[config.mk]
export PLATFORM = sky130hd
export DESIGN_NAME = can_telemetry_poller
export DESIGN_NICKNAME = d
export VERILOG_FILES = /design/src/hdl/ctp_pkg.sv /design/src/hdl/ctp_ram.sv /design/src/hdl/ctp_regs.sv /design/src/hdl/ctp_engine.sv /design/src/hdl/can_telemetry_poller.sv
export SDC_FILE = /design/constraint.sdc
export NUM_CORES = 1
export LEC_CHECK = 0
export BUFFER_PORTS_ARGS = -buffer_cell sky130_fd_sc_hd__buf_2
export CAP_MARGIN = 10
export CORE_MARGIN = 3
export CORE_UTILIZATION = 55
export CTS_BUF_LIST = sky130_fd_sc_hd__clkbuf_16
export CTS_CLUSTER_DIAMETER = 120
export DETAILED_ROUTE_END_ITERATION = 7
export GPL_ROUTABILITY_DRIVEN = 0
export PLACE_DENSITY = 0.77
export SLEW_MARGIN = 20
export SYNTH_ARGS = -nofsm -noshare
export SYNTH_HDL_FRONTEND = slang
export SYNTH_HIERARCHICAL = 1
export SYNTH_SLANG_ARGS = --single-unit
[constraint.sdc]
create_clock -name clk -period 8.47 [get_ports clk]
set_input_delay 2.541 -clock clk [delete_from_list [all_inputs] [get_ports clk]]
set_output_delay 2.541 -clock clk [all_outputs]
set_load 0.03 [all_outputs]
[src/hdl/ctp_pkg.sv]
`timescale 1ns / 1ps
package ctp_pkg;

  localparam int unsigned NCHAN  = 7;
  localparam int unsigned CH_W   = 3;
  localparam int unsigned TIME_W = 32;
  localparam int unsigned PER_W  = 16;
  localparam int unsigned NODE_W = 6;
  localparam int unsigned CMD_W  = 5;
  localparam int unsigned ID_W   = NODE_W + CMD_W;
  localparam int unsigned NPER   = 6;

  localparam int unsigned TORQUE_PERIOD_DEF = 100;
  localparam int unsigned LINK_TIMEOUT_DEF  = 1500;
  localparam logic [PER_W-1:0] PERIOD_RST = 16'd100;

  localparam logic ACT_TICK  = 1'b0;
  localparam logic ACT_FRAME = 1'b1;
  localparam logic KIND_REQ  = 1'b0;
  localparam logic KIND_UPD  = 1'b1;

  localparam logic [3:0] LEN_WORD = 4'd4;
  localparam logic [3:0] LEN_FULL = 4'd8;

  localparam logic [CMD_W-1:0] CMD_HEARTBEAT = 5'h01;
  localparam logic [CMD_W-1:0] CMD_ERROR     = 5'h03;
  localparam logic [CMD_W-1:0] CMD_ENCODER   = 5'h09;
  localparam logic [CMD_W-1:0] CMD_IQ        = 5'h14;
  localparam logic [CMD_W-1:0] CMD_TEMP      = 5'h15;
  localparam logic [CMD_W-1:0] CMD_VBUS      = 5'h17;
  localparam logic [CMD_W-1:0] CMD_TORQUE    = 5'h1C;

  localparam logic [CH_W-1:0] CH_STATE  = 3'd0;
  localparam logic [CH_W-1:0] CH_TORQUE = 3'd6;

  typedef enum logic [2:0] {
    REG_NODE_ID   = 3'd0,
    REG_HB_PER    = 3'd1,
    REG_STATE_PER = 3'd2,
    REG_ERROR_PER = 3'd3,
    REG_ENC_PER   = 3'd4,
    REG_IQ_PER    = 3'd5,
    REG_TEMP_PER  = 3'd6,
    REG_VBUS_PER  = 3'd7
  } reg_idx_t;

  typedef enum logic [1:0] {
    ST_IDLE,
    ST_SCAN,
    ST_HB,
    ST_FLUSH
  } eng_state_t;

  typedef struct packed {
    logic [NODE_W-1:0]          node_id;
    logic [PER_W-1:0]           hb_period;
    logic [NPER-1:0][PER_W-1:0] chan_period;
  } cfg_t;

  typedef struct packed {
    logic        action;
    logic        tx_ready;
    logic [10:0] frame_id;
    logic [3:0]  frame_len;
    logic [63:0] frame_data;
  } item_t;

  typedef struct packed {
    logic            kind;
    logic [ID_W-1:0] out_id;
    logic [CH_W-1:0] channel;
    logic [31:0]     word_a;
    logic [31:0]     word_b;
    logic [7:0]      state_byte;
    logic [7:0]      result_byte;
    logic            link_ok;
    logic            last;
  } res_t;

  typedef struct packed {
    logic idle;
    logic pend_valid;
  } eng_stat_t;

  typedef struct packed {
    logic            hit;
    logic [CH_W-1:0] ch;
  } chan_hit_t;

  function automatic logic [CMD_W-1:0] chan_cmd(input logic [CH_W-1:0] c);
    logic [CMD_W-1:0] r;
    case (c)
      3'd0:    r = CMD_HEARTBEAT;
      3'd1:    r = CMD_ERROR;
      3'd2:    r = CMD_ENCODER;
      3'd3:    r = CMD_IQ;
      3'd4:    r = CMD_TEMP;
      3'd5:    r = CMD_VBUS;
      default: r = CMD_TORQUE;
    endcase
    return r;
  endfunction

  function automatic chan_hit_t cmd_chan(input logic [CMD_W-1:0] cmd);
    chan_hit_t r;
    r.hit = 1'b1;
    case (cmd)
      CMD_HEARTBEAT: r.ch = 3'd0;
      CMD_ERROR:     r.ch = 3'd1;
      CMD_ENCODER:   r.ch = 3'd2;
      CMD_IQ:        r.ch = 3'd3;
      CMD_TEMP:      r.ch = 3'd4;
      CMD_VBUS:      r.ch = 3'd5;
      CMD_TORQUE:    r.ch = 3'd6;
      default: begin
        r.hit = 1'b0;
        r.ch  = CH_STATE;
      end
    endcase
    return r;
  endfunction

endpackage

[src/hdl/ctp_ram.sv]
`timescale 1ns / 1ps
module ctp_ram #(
  parameter int unsigned WIDTH = 32,
  parameter int unsigned DEPTH = 8,
  localparam int unsigned AW = (DEPTH > 1) ? $clog2(DEPTH) : 1
) (
  input  logic             clk,
  input  logic             we,
  input  logic [AW-1:0]    waddr,
  input  logic [WIDTH-1:0] wdata,
  input  logic [AW-1:0]    raddr,
  output logic [WIDTH-1:0] rdata
);

  logic [WIDTH-1:0] mem [DEPTH];

  always_ff @(posedge clk) begin
    if (we) begin
      mem[waddr] <= wdata;
    end
    rdata <= mem[raddr];
  end

endmodule

[src/hdl/ctp_regs.sv]
`timescale 1ns / 1ps
module ctp_regs
  import ctp_pkg::*;
(
  input  logic        clk,
  input  logic        rst,
  input  logic        psel,
  input  logic        penable,
  input  logic        pwrite,
  input  logic [4:0]  paddr,
  input  logic [31:0] pwdata,
  output logic [31:0] prdata,
  output logic        pready,
  output cfg_t        cfg
);

  reg_idx_t idx;
  logic     wr;

  assign pready = 1'b1;
  assign idx    = reg_idx_t'(paddr[4:2]);
  assign wr     = psel & penable & pwrite & pready;

  always_ff @(posedge clk) begin
    if (rst) begin
      cfg.node_id     <= '0;
      cfg.hb_period   <= PERIOD_RST;
      cfg.chan_period <= {NPER{PERIOD_RST}};
    end else if (wr) begin
      unique case (idx)
        REG_NODE_ID:   cfg.node_id        <= pwdata[NODE_W-1:0];
        REG_HB_PER:    cfg.hb_period      <= pwdata[PER_W-1:0];
        REG_STATE_PER: cfg.chan_period[0] <= pwdata[PER_W-1:0];
        REG_ERROR_PER: cfg.chan_period[1] <= pwdata[PER_W-1:0];
        REG_ENC_PER:   cfg.chan_period[2] <= pwdata[PER_W-1:0];
        REG_IQ_PER:    cfg.chan_period[3] <= pwdata[PER_W-1:0];
        REG_TEMP_PER:  cfg.chan_period[4] <= pwdata[PER_W-1:0];
        REG_VBUS_PER:  cfg.chan_period[5] <= pwdata[PER_W-1:0];
      endcase
    end
  end

  always_comb begin
    unique case (idx)
      REG_NODE_ID:   prdata = {26'd0, cfg.node_id};
      REG_HB_PER:    prdata = {16'd0, cfg.hb_period};
      REG_STATE_PER: prdata = {16'd0, cfg.chan_period[0]};
      REG_ERROR_PER: prdata = {16'd0, cfg.chan_period[1]};
      REG_ENC_PER:   prdata = {16'd0, cfg.chan_period[2]};
      REG_IQ_PER:    prdata = {16'd0, cfg.chan_period[3]};
      REG_TEMP_PER:  prdata = {16'd0, cfg.chan_period[4]};
      REG_VBUS_PER:  prdata = {16'd0, cfg.chan_period[5]};
    endcase
  end

endmodule

[src/hdl/ctp_engine.sv]
`timescale 1ns / 1ps
module ctp_engine
  import ctp_pkg::*;
#(
  parameter int unsigned TORQUE_PERIOD = TORQUE_PERIOD_DEF,
  parameter int unsigned LINK_TIMEOUT  = LINK_TIMEOUT_DEF
) (
  input  logic      clk,
  input  logic      rst,
  input  cfg_t      cfg,
  input  logic      in_valid,
  input  item_t     in_item,
  output logic      in_take,
  output logic      out_valid,
  input  logic      out_ready,
  output res_t      out_res,
  output eng_stat_t stat
);

  eng_state_t state, state_next;

  logic [CH_W-1:0]   ev;
  logic [TIME_W-1:0] now_ms, last_rx, hb_time;
  logic [NCHAN-1:0]  in_flight, upd_vld;
  logic              rd_vld;
  logic              cur_ready;
  logic              pend_valid;
  res_t              pend;
  res_t              fin_res;

  logic [CH_W-1:0]   raddr;
  logic [TIME_W-1:0] rd_data, upd_time, due, hb_due;
  logic [PER_W-1:0]  period_sel;
  logic              out_free, link_now, ch_hit, hb_hit;
  chan_hit_t         fr_ch;
  res_t              req_res, upd_res;
  logic [31:0]       fr_wa, fr_wb;

  // control decisions for this cycle
  logic take_tick, take_frame, emit, move, flush, advance, done;

  assign out_free = !out_valid || out_ready;
  assign link_now = (now_ms - last_rx) <= TIME_W'(LINK_TIMEOUT);

  assign period_sel = (ev == CH_TORQUE) ? PER_W'(TORQUE_PERIOD) : cfg.chan_period[ev];
  assign upd_time   = rd_vld ? rd_data : '0;
  assign due        = upd_time + {{(TIME_W-PER_W){1'b0}}, period_sel};
  assign ch_hit     = (due < now_ms) && !in_flight[ev];
  assign hb_due     = hb_time + {{(TIME_W-PER_W){1'b0}}, cfg.hb_period};
  assign hb_hit     = hb_due < now_ms;

  assign fr_ch = cmd_chan(in_item.frame_id[CMD_W-1:0]);
  assign fr_wa = (in_item.frame_len == LEN_FULL) ? in_item.frame_data[31:0] : '0;
  assign fr_wb = (in_item.frame_len == LEN_FULL) ? in_item.frame_data[63:32] :
                 (in_item.frame_len == LEN_WORD) ? in_item.frame_data[31:0] : '0;

  always_comb begin
    req_res                  = '0;
    req_res.kind             = KIND_REQ;
    req_res.channel          = (state == ST_HB) ? CH_STATE : ev;
    req_res.out_id           = {cfg.node_id, chan_cmd(req_res.channel)};
    req_res.link_ok          = link_now;

    upd_res                  = '0;
    upd_res.kind             = KIND_UPD;
    upd_res.channel          = fr_ch.ch;
    upd_res.word_a           = fr_wa;
    upd_res.word_b           = fr_wb;
    if (fr_ch.ch == CH_STATE) begin
      upd_res.state_byte  = fr_wb[7:0];
      upd_res.result_byte = fr_wb[15:8];
    end
    // last_rx is stamped with now_ms by this frame, so the link is fresh
    upd_res.link_ok          = 1'b1;
    upd_res.last             = 1'b1;
  end

  // final request of a tick goes out with last set
  always_comb begin
    fin_res      = pend;
    fin_res.last = 1'b1;
  end

  // control outputs
  always_comb begin
    take_tick  = 1'b0;
    take_frame = 1'b0;
    emit       = 1'b0;
    move       = 1'b0;
    flush      = 1'b0;
    advance    = 1'b0;
    done       = 1'b0;
    unique case (state)
      ST_IDLE: begin
        if (in_valid) begin
          if (in_item.action == ACT_TICK) begin
            take_tick = 1'b1;
          end else if (out_free) begin
            take_frame = 1'b1;
          end
        end
      end
      ST_SCAN, ST_HB: begin
        if (((state == ST_SCAN) ? ch_hit : hb_hit)) begin
          if (!pend_valid || out_free) begin
            emit    = 1'b1;
            move    = pend_valid;
            advance = 1'b1;
          end
        end else begin
          advance = 1'b1;
        end
      end
      ST_FLUSH: begin
        if (!pend_valid) begin
          done = 1'b1;
        end else if (out_free) begin
          flush = 1'b1;
          done  = 1'b1;
        end
      end
    endcase
  end

  // next state
  always_comb begin
    state_next = state;
    unique case (state)
      ST_IDLE:  if (take_tick) state_next = ST_SCAN;
      ST_SCAN:  if (advance && ev == CH_TORQUE) state_next = ST_HB;
      ST_HB:    if (advance) state_next = ST_FLUSH;
      ST_FLUSH: if (done) state_next = ST_IDLE;
    endcase
  end

  assign in_take = take_tick | take_frame;

  // read address runs one channel ahead of the compare; held on a stall
  always_comb begin
    raddr = '0;
    if (state == ST_SCAN) begin
      raddr = (advance && ev != CH_TORQUE) ? ev + 3'd1 : ev;
    end
  end

  ctp_ram #(
    .WIDTH(TIME_W),
    .DEPTH(NCHAN)
  ) u_upd_ram (
    .clk  (clk),
    .we   (take_frame & fr_ch.hit),
    .waddr(fr_ch.ch),
    .wdata(now_ms),
    .raddr(raddr),
    .rdata(rd_data)
  );

  always_ff @(posedge clk) begin
    if (rst) begin
      state      <= ST_IDLE;
      ev         <= '0;
      now_ms     <= '0;
      last_rx    <= '0;
      hb_time    <= '0;
      in_flight  <= '0;
      upd_vld    <= '0;
      rd_vld     <= 1'b0;
      cur_ready  <= 1'b0;
      pend_valid <= 1'b0;
      out_valid  <= 1'b0;
    end else begin
      state  <= state_next;
      rd_vld <= upd_vld[raddr];

      if (state == ST_IDLE) begin
        ev <= '0;
      end else if (state == ST_SCAN && advance && ev != CH_TORQUE) begin
        ev <= ev + 3'd1;
      end

      if (take_tick) begin
        now_ms    <= now_ms + 32'd1;
        cur_ready <= in_item.tx_ready;
      end

      if (take_frame) begin
        last_rx <= now_ms;
        if (fr_ch.hit) begin
          upd_vld[fr_ch.ch]   <= 1'b1;
          in_flight[fr_ch.ch] <= 1'b0;
        end
      end

      if (state == ST_SCAN && emit && cur_ready) begin
        in_flight[ev] <= 1'b1;
      end
      if (state == ST_HB && emit) begin
        hb_time <= now_ms;
      end

      if (emit) begin
        pend_valid <= 1'b1;
      end else if (flush) begin
        pend_valid <= 1'b0;
      end

      if (flush || move || (take_frame && fr_ch.hit)) begin
        out_valid <= 1'b1;
      end else if (out_ready) begin
        out_valid <= 1'b0;
      end
    end
  end

  always_ff @(posedge clk) begin
    if (emit) begin
      pend <= req_res;
    end
    if (flush) begin
      out_res <= fin_res;
    end else if (move) begin
      out_res <= pend;
    end else if (take_frame && fr_ch.hit) begin
      out_res <= upd_res;
    end
  end

  assign stat.idle       = (state == ST_IDLE);
  assign stat.pend_valid = pend_valid;

endmodule

[src/hdl/can_telemetry_poller.sv]
`timescale 1ns / 1ps
// A tick holds the sequencer while it takes the beat, scans the seven channels (one
// update-time memory read per channel), checks the heartbeat and releases the final
// request with tlast; output stalls can hold the scan and the release. A received
// frame is taken when the output is free; an input buffer takes the next beat while
// one is in work.
// Reset (rst, synchronous) clears time, flags and queues and loads register defaults.
module can_telemetry_poller
  import ctp_pkg::*;
#(
  parameter int unsigned TORQUE_PERIOD = TORQUE_PERIOD_DEF,
  parameter int unsigned LINK_TIMEOUT  = LINK_TIMEOUT_DEF
) (
  input  logic        clk,
  input  logic        rst,
  input  logic        s_tvalid,
  output logic        s_tready,
  // tx_ready[0], frame_id[11:1], frame_len[15:12], frame_data[79:16]
  input  logic [79:0] s_tdata,
  // action[0]
  input  logic        s_tuser,
  output logic        m_tvalid,
  input  logic        m_tready,
  // out_id[10:0], channel[13:11], word_a[45:14], word_b[77:46], state_byte[85:78],
  // result_byte[93:86], link_ok[94], zero[95]
  output logic [95:0] m_tdata,
  // kind[0]
  output logic        m_tuser,
  output logic        m_tlast,
  input  logic        psel,
  input  logic        penable,
  input  logic        pwrite,
  input  logic [4:0]  paddr,
  input  logic [31:0] pwdata,
  output logic [31:0] prdata,
  output logic        pready
);

  cfg_t      cfg;
  item_t     buf_item, s_item;
  logic      buf_valid, take;
  res_t      res;
  eng_stat_t stat;

  assign s_item.action     = s_tuser;
  assign s_item.tx_ready   = s_tdata[0];
  assign s_item.frame_id   = s_tdata[11:1];
  assign s_item.frame_len  = s_tdata[15:12];
  assign s_item.frame_data = s_tdata[79:16];

  assign s_tready = !buf_valid || take;

  always_ff @(posedge clk) begin
    if (rst) begin
      buf_valid <= 1'b0;
    end else if (s_tvalid && s_tready) begin
      buf_valid <= 1'b1;
    end else if (take) begin
      buf_valid <= 1'b0;
    end
  end

  always_ff @(posedge clk) begin
    if (s_tvalid && s_tready) begin
      buf_item <= s_item;
    end
  end

  ctp_regs u_regs (
    .clk    (clk),
    .rst    (rst),
    .psel   (psel),
    .penable(penable),
    .pwrite (pwrite),
    .paddr  (paddr),
    .pwdata (pwdata),
    .prdata (prdata),
    .pready (pready),
    .cfg    (cfg)
  );

  ctp_engine #(
    .TORQUE_PERIOD(TORQUE_PERIOD),
    .LINK_TIMEOUT (LINK_TIMEOUT)
  ) u_engine (
    .clk      (clk),
    .rst      (rst),
    .cfg      (cfg),
    .in_valid (buf_valid),
    .in_item  (buf_item),
    .in_take  (take),
    .out_valid(m_tvalid),
    .out_ready(m_tready),
    .out_res  (res),
    .stat     (stat)
  );

  assign m_tdata = {1'b0, res.link_ok, res.result_byte, res.state_byte,
                    res.word_b, res.word_a, res.channel, res.out_id};
  assign m_tuser = res.kind;
  assign m_tlast = res.last;

`ifndef SYNTH
  a_buf_hold: assert property (@(posedge clk) disable iff (rst)
    buf_valid && !take |=> buf_valid && $stable(buf_item))
    else $error("input buffer lost or changed a waiting beat");

  a_idle_no_pend: assert property (@(posedge clk) disable iff (rst)
    stat.idle |-> !stat.pend_valid)
    else $error("sequencer idle with a request still pending");

  a_upd_single: assert property (@(posedge clk) disable iff (rst)
    m_tvalid && m_tuser == KIND_UPD |-> m_tlast && res.link_ok)
    else $error("update beat without tlast or with stale link");

  a_take_needs_item: assert property (@(posedge clk) disable iff (rst)
    take |-> buf_valid)
    else $error("sequencer took an item from an empty buffer");
`endif

endmodule

==> reports/summary.json <==
{
  "status": {
    "outcome": "finished clean"
  },
  "floorplanning": {
    "die_area_mm2": 0.0618,
    "die_w_um": 249,
    "floorplan.io_pins": 258,
    "core-area_mm2": 0.0579,
    "placementRows": 88,
    "floorplan.initialDensity_pct": 55.9,
    "floorplan.die.height_um": 249
  },
  "timing": {
    "finalSetupViolCount": 0,
    "final.setup_skew_ns": 0.0422,
    "max_slew.worst_pin.slew_ns": 1.10,
    "fin_setup_tns_ns": 0,
    "final_worst_path_period_need_ns": 8.00,
    "post-route-period-util_pct": 94.5,
    "drv_slew": 0,
    "unrepaired_setup_endpoints_after_global_routing": "no",
    "hold_violation_total_from_the_final_report": 0,
    "maximum_frequency_from_static_timing_analysis_mhz": 125,
    "slew_headroom_pct": 26.6
  },
  "power": {
    "clock_network_fraction_of_total_power_pct": 40.6,
    "cell_area_power_density_mw_per_mm2": 196,
    "netSwitchingPower_mw": 1.73,
    "power_switching_share_pct": 24.2,
    "p_int_mw": 5.41,
    "power.sequential.fraction_pct": 51.1,
    "power.share.combinational_pct": 8.3,
    "total_power_mw": 7.14,
    "total_leakage_power_nw": 13.7,
    "irDropWorstVdd_mv": 0.170
  },
  "routing": {
    "drc": 0,
    "postRouteAntennaNets": 0,
    "post_drt_via_cell_ratio": 6.02,
    "drt_iter0_markers": 2354,
    "post_drt_wl_per_cell_um": 21.4,
    "totalWireLength_um": 83500,
    "firstDrtPassIters": 6,
    "num_vias": 23533
  },
  "clock_network": {
    "clkSlewWorstSetupHoldPaths_ns": 0.06,
    "post-cts-setup-buffer-count": 0,
    "post_cts_resize_count": 0,
    "postCtsHoldBufs": 0,
    "max-clock-path-buffers": 3,
    "htree_num_levels": 3,
    "clock_net_sink_count": 679,
    "worstSkewPairLatency_ns": 0.64,
    "cts_made_buffers": 69,
    "clock-root-buffer": "clkbuf_16",
    "tritoncts": "built"
  },
  "yosys": {
    "syn-mean-instance-area_um2": 11.2,
    "synth_warnings": 6,
    "synthCells": 2892,
    "syn-cell-area_mm2": 0.0324
  },
  "place": {
    "place.detailed.hpwl_um": 55400,
    "numPortBuffers": 215
  },
  "layout": {
    "nFillCells": 4387,
    "drive_gt1_share_pct": 17.3,
    "number_of_nets_in_the_finished_design": 3344,
    "area_delta_synth_final_pct": 12.7
  },
  "critical_path": {
    "cp-end-kind": "flip-flop",
    "slowest_delay_ns": 0.58,
    "setup.reg_to_reg.worst_slack_ns": 0.47,
    "setup.worst_path.class": "reg2reg",
    "timing.critical_path.max_delay_family": "compound AO/OA/AOI/OAI gates",
    "crit_path_buf_inv_count": 6,
    "crit_top_cell": "buf_4",
    "cp.arrival_ns": 8.49,
    "worst_path_max_delay_cell": "dfxtp_1",
    "crit_path_start_kind": "flip-flop",
    "cp_data_required_time_ns": 8.95,
    "critical_path_peak_fanout": 16
  },
  "worst_hold_path": {
    "holdCritPathClass": "reg2reg"
  },
  "global_route": {
    "grt_first_pass_wirelength_um": 127000,
    "antenna_found_initial": 4,
    "gr-total-overflow": 0,
    "largest_net_degree_at_the_start_of_global_routing": 123,
    "grt_pass1_vias": 22873,
    "groute.usage.overall_pct": 25.8
  },
  "flow_run": {
    "drv_cap": 0
  }
}
## power by group through the flow
stage	logic (mW)	clock network, mW	registers, mW
floorplan	0.383	0	3.72
global placement	0.566	0	3.71
detailed placement	0.583	0	3.71
CTS	0.587	2.93	3.64
finish	0.596	2.90	3.64
global route	0.633	3.07	3.65
## layout by cell type (no fill, tap or decap), types with 45 or more instances in the layout
| cell | n |
|---|---|
| mux2i_1 | 128 |
| ha_1 | 132 |
| edfxtp_1 | 408 |
| and2_1 | 71 |
| inv_1 | 128 |
| a21oi_1 | 212 |
| xnor2_1 | 72 |
| nand2b_1 | 74 |
| nor2_1 | 163 |
| nand2_1 | 389 |
| dfxtp_1 | 271 |
| o21ai_0 | 45 |
| a22oi_1 | 48 |
| clkbuf_16 | 70 |
| buf_2 | 214 |
## worst reg2reg max path: cells and delay by family (launching register included)
kind            cells  cell delay, ns
fa+ha+maj           2            0.78
buf+inv             6            1.48
xor+xnor            2            0.28
flops               1            0.58
mux                 1            0.33
compound gates     11            2.35
simple gates       11            2.06
## cell type report
type	count	area (um2)	share of cell area, %
sequential	679	17700	48.5
clock buffer	70	1750	4.80
inverter	115	432	1.18
timing repair buffer	273	1710	4.69
tap	765	957	2.62
clock inverter	55	405	1.11
antenna	6	15.0	0.0412
multi-input combinational	1947	13500	37.1
## layer usage
| layer | track usage (%) | routed length (um) |
|---|---|---|
| met1 | 33.4 | 33400 |
| met2 | 43.4 | 40400 |
| met3 | 3.80 | 6490 |
| met4 | 10.7 | 3210 |
| met5 | 0 | 13 |
## metrics by stage
step | utilization (%) | hold slack (ns) | instance area [um2] | cells | setup WS, ns
finish | 63.0 | 0.455 | 36500 | 3910 | 0.467
global route | 63.0 | 0.472 | 36500 | 3908 | 0.107
CTS | 62.9 | 0.457 | 36400 | 3904 | 0.610
detailed placement | 59.2 | 0.448 | 34300 | 3779 | 0.660
global placement | 59.1 | 0.443 | 34200 | 3777 | 0.751
floorplan | - | 0.426 | 32400 | 2907 | 0.143
## path summary, 6_finish.rpt
check	depth (start not counted)	startpoint	to
max	33	u_engine/ev[2]$_SDFFE_PP0P_	u_engine/u_upd_ram/rdata[26]$_DFF_P_
min	2	u_engine/upd_vld[0]$_SDFFE_PP0P_	u_engine/upd_vld[0]$_SDFFE_PP0P_
max reg2reg	33	u_engine/ev[2]$_SDFFE_PP0P_	u_engine/u_upd_ram/rdata[26]$_DFF_P_
min reg2reg	2	u_engine/upd_vld[0]$_SDFFE_PP0P_	u_engine/upd_vld[0]$_SDFFE_PP0P_
## registers in the layout (all words and copies together), names as in the netlist
signal                    count
u_engine/u_upd_ram/rdata     32
u_engine/in_flight            7
u_engine/cur_ready            1
u_engine/ev                   3
u_engine/upd_vld              7
u_engine/pend_valid           1
u_engine/rd_vld               1
u_regs/cfg                  118
u_engine/u_upd_ram/mem      224
u_engine/hb_time             32
u_engine/last_rx             32
u_engine/fin_res             14
u_engine/out_valid            1
u_engine/out_res             96
u_engine/state                2
buf_item                     75
u_engine/now_ms              32
buf_valid                     1
Note: power is estimated with default switching activity, not from simulation.
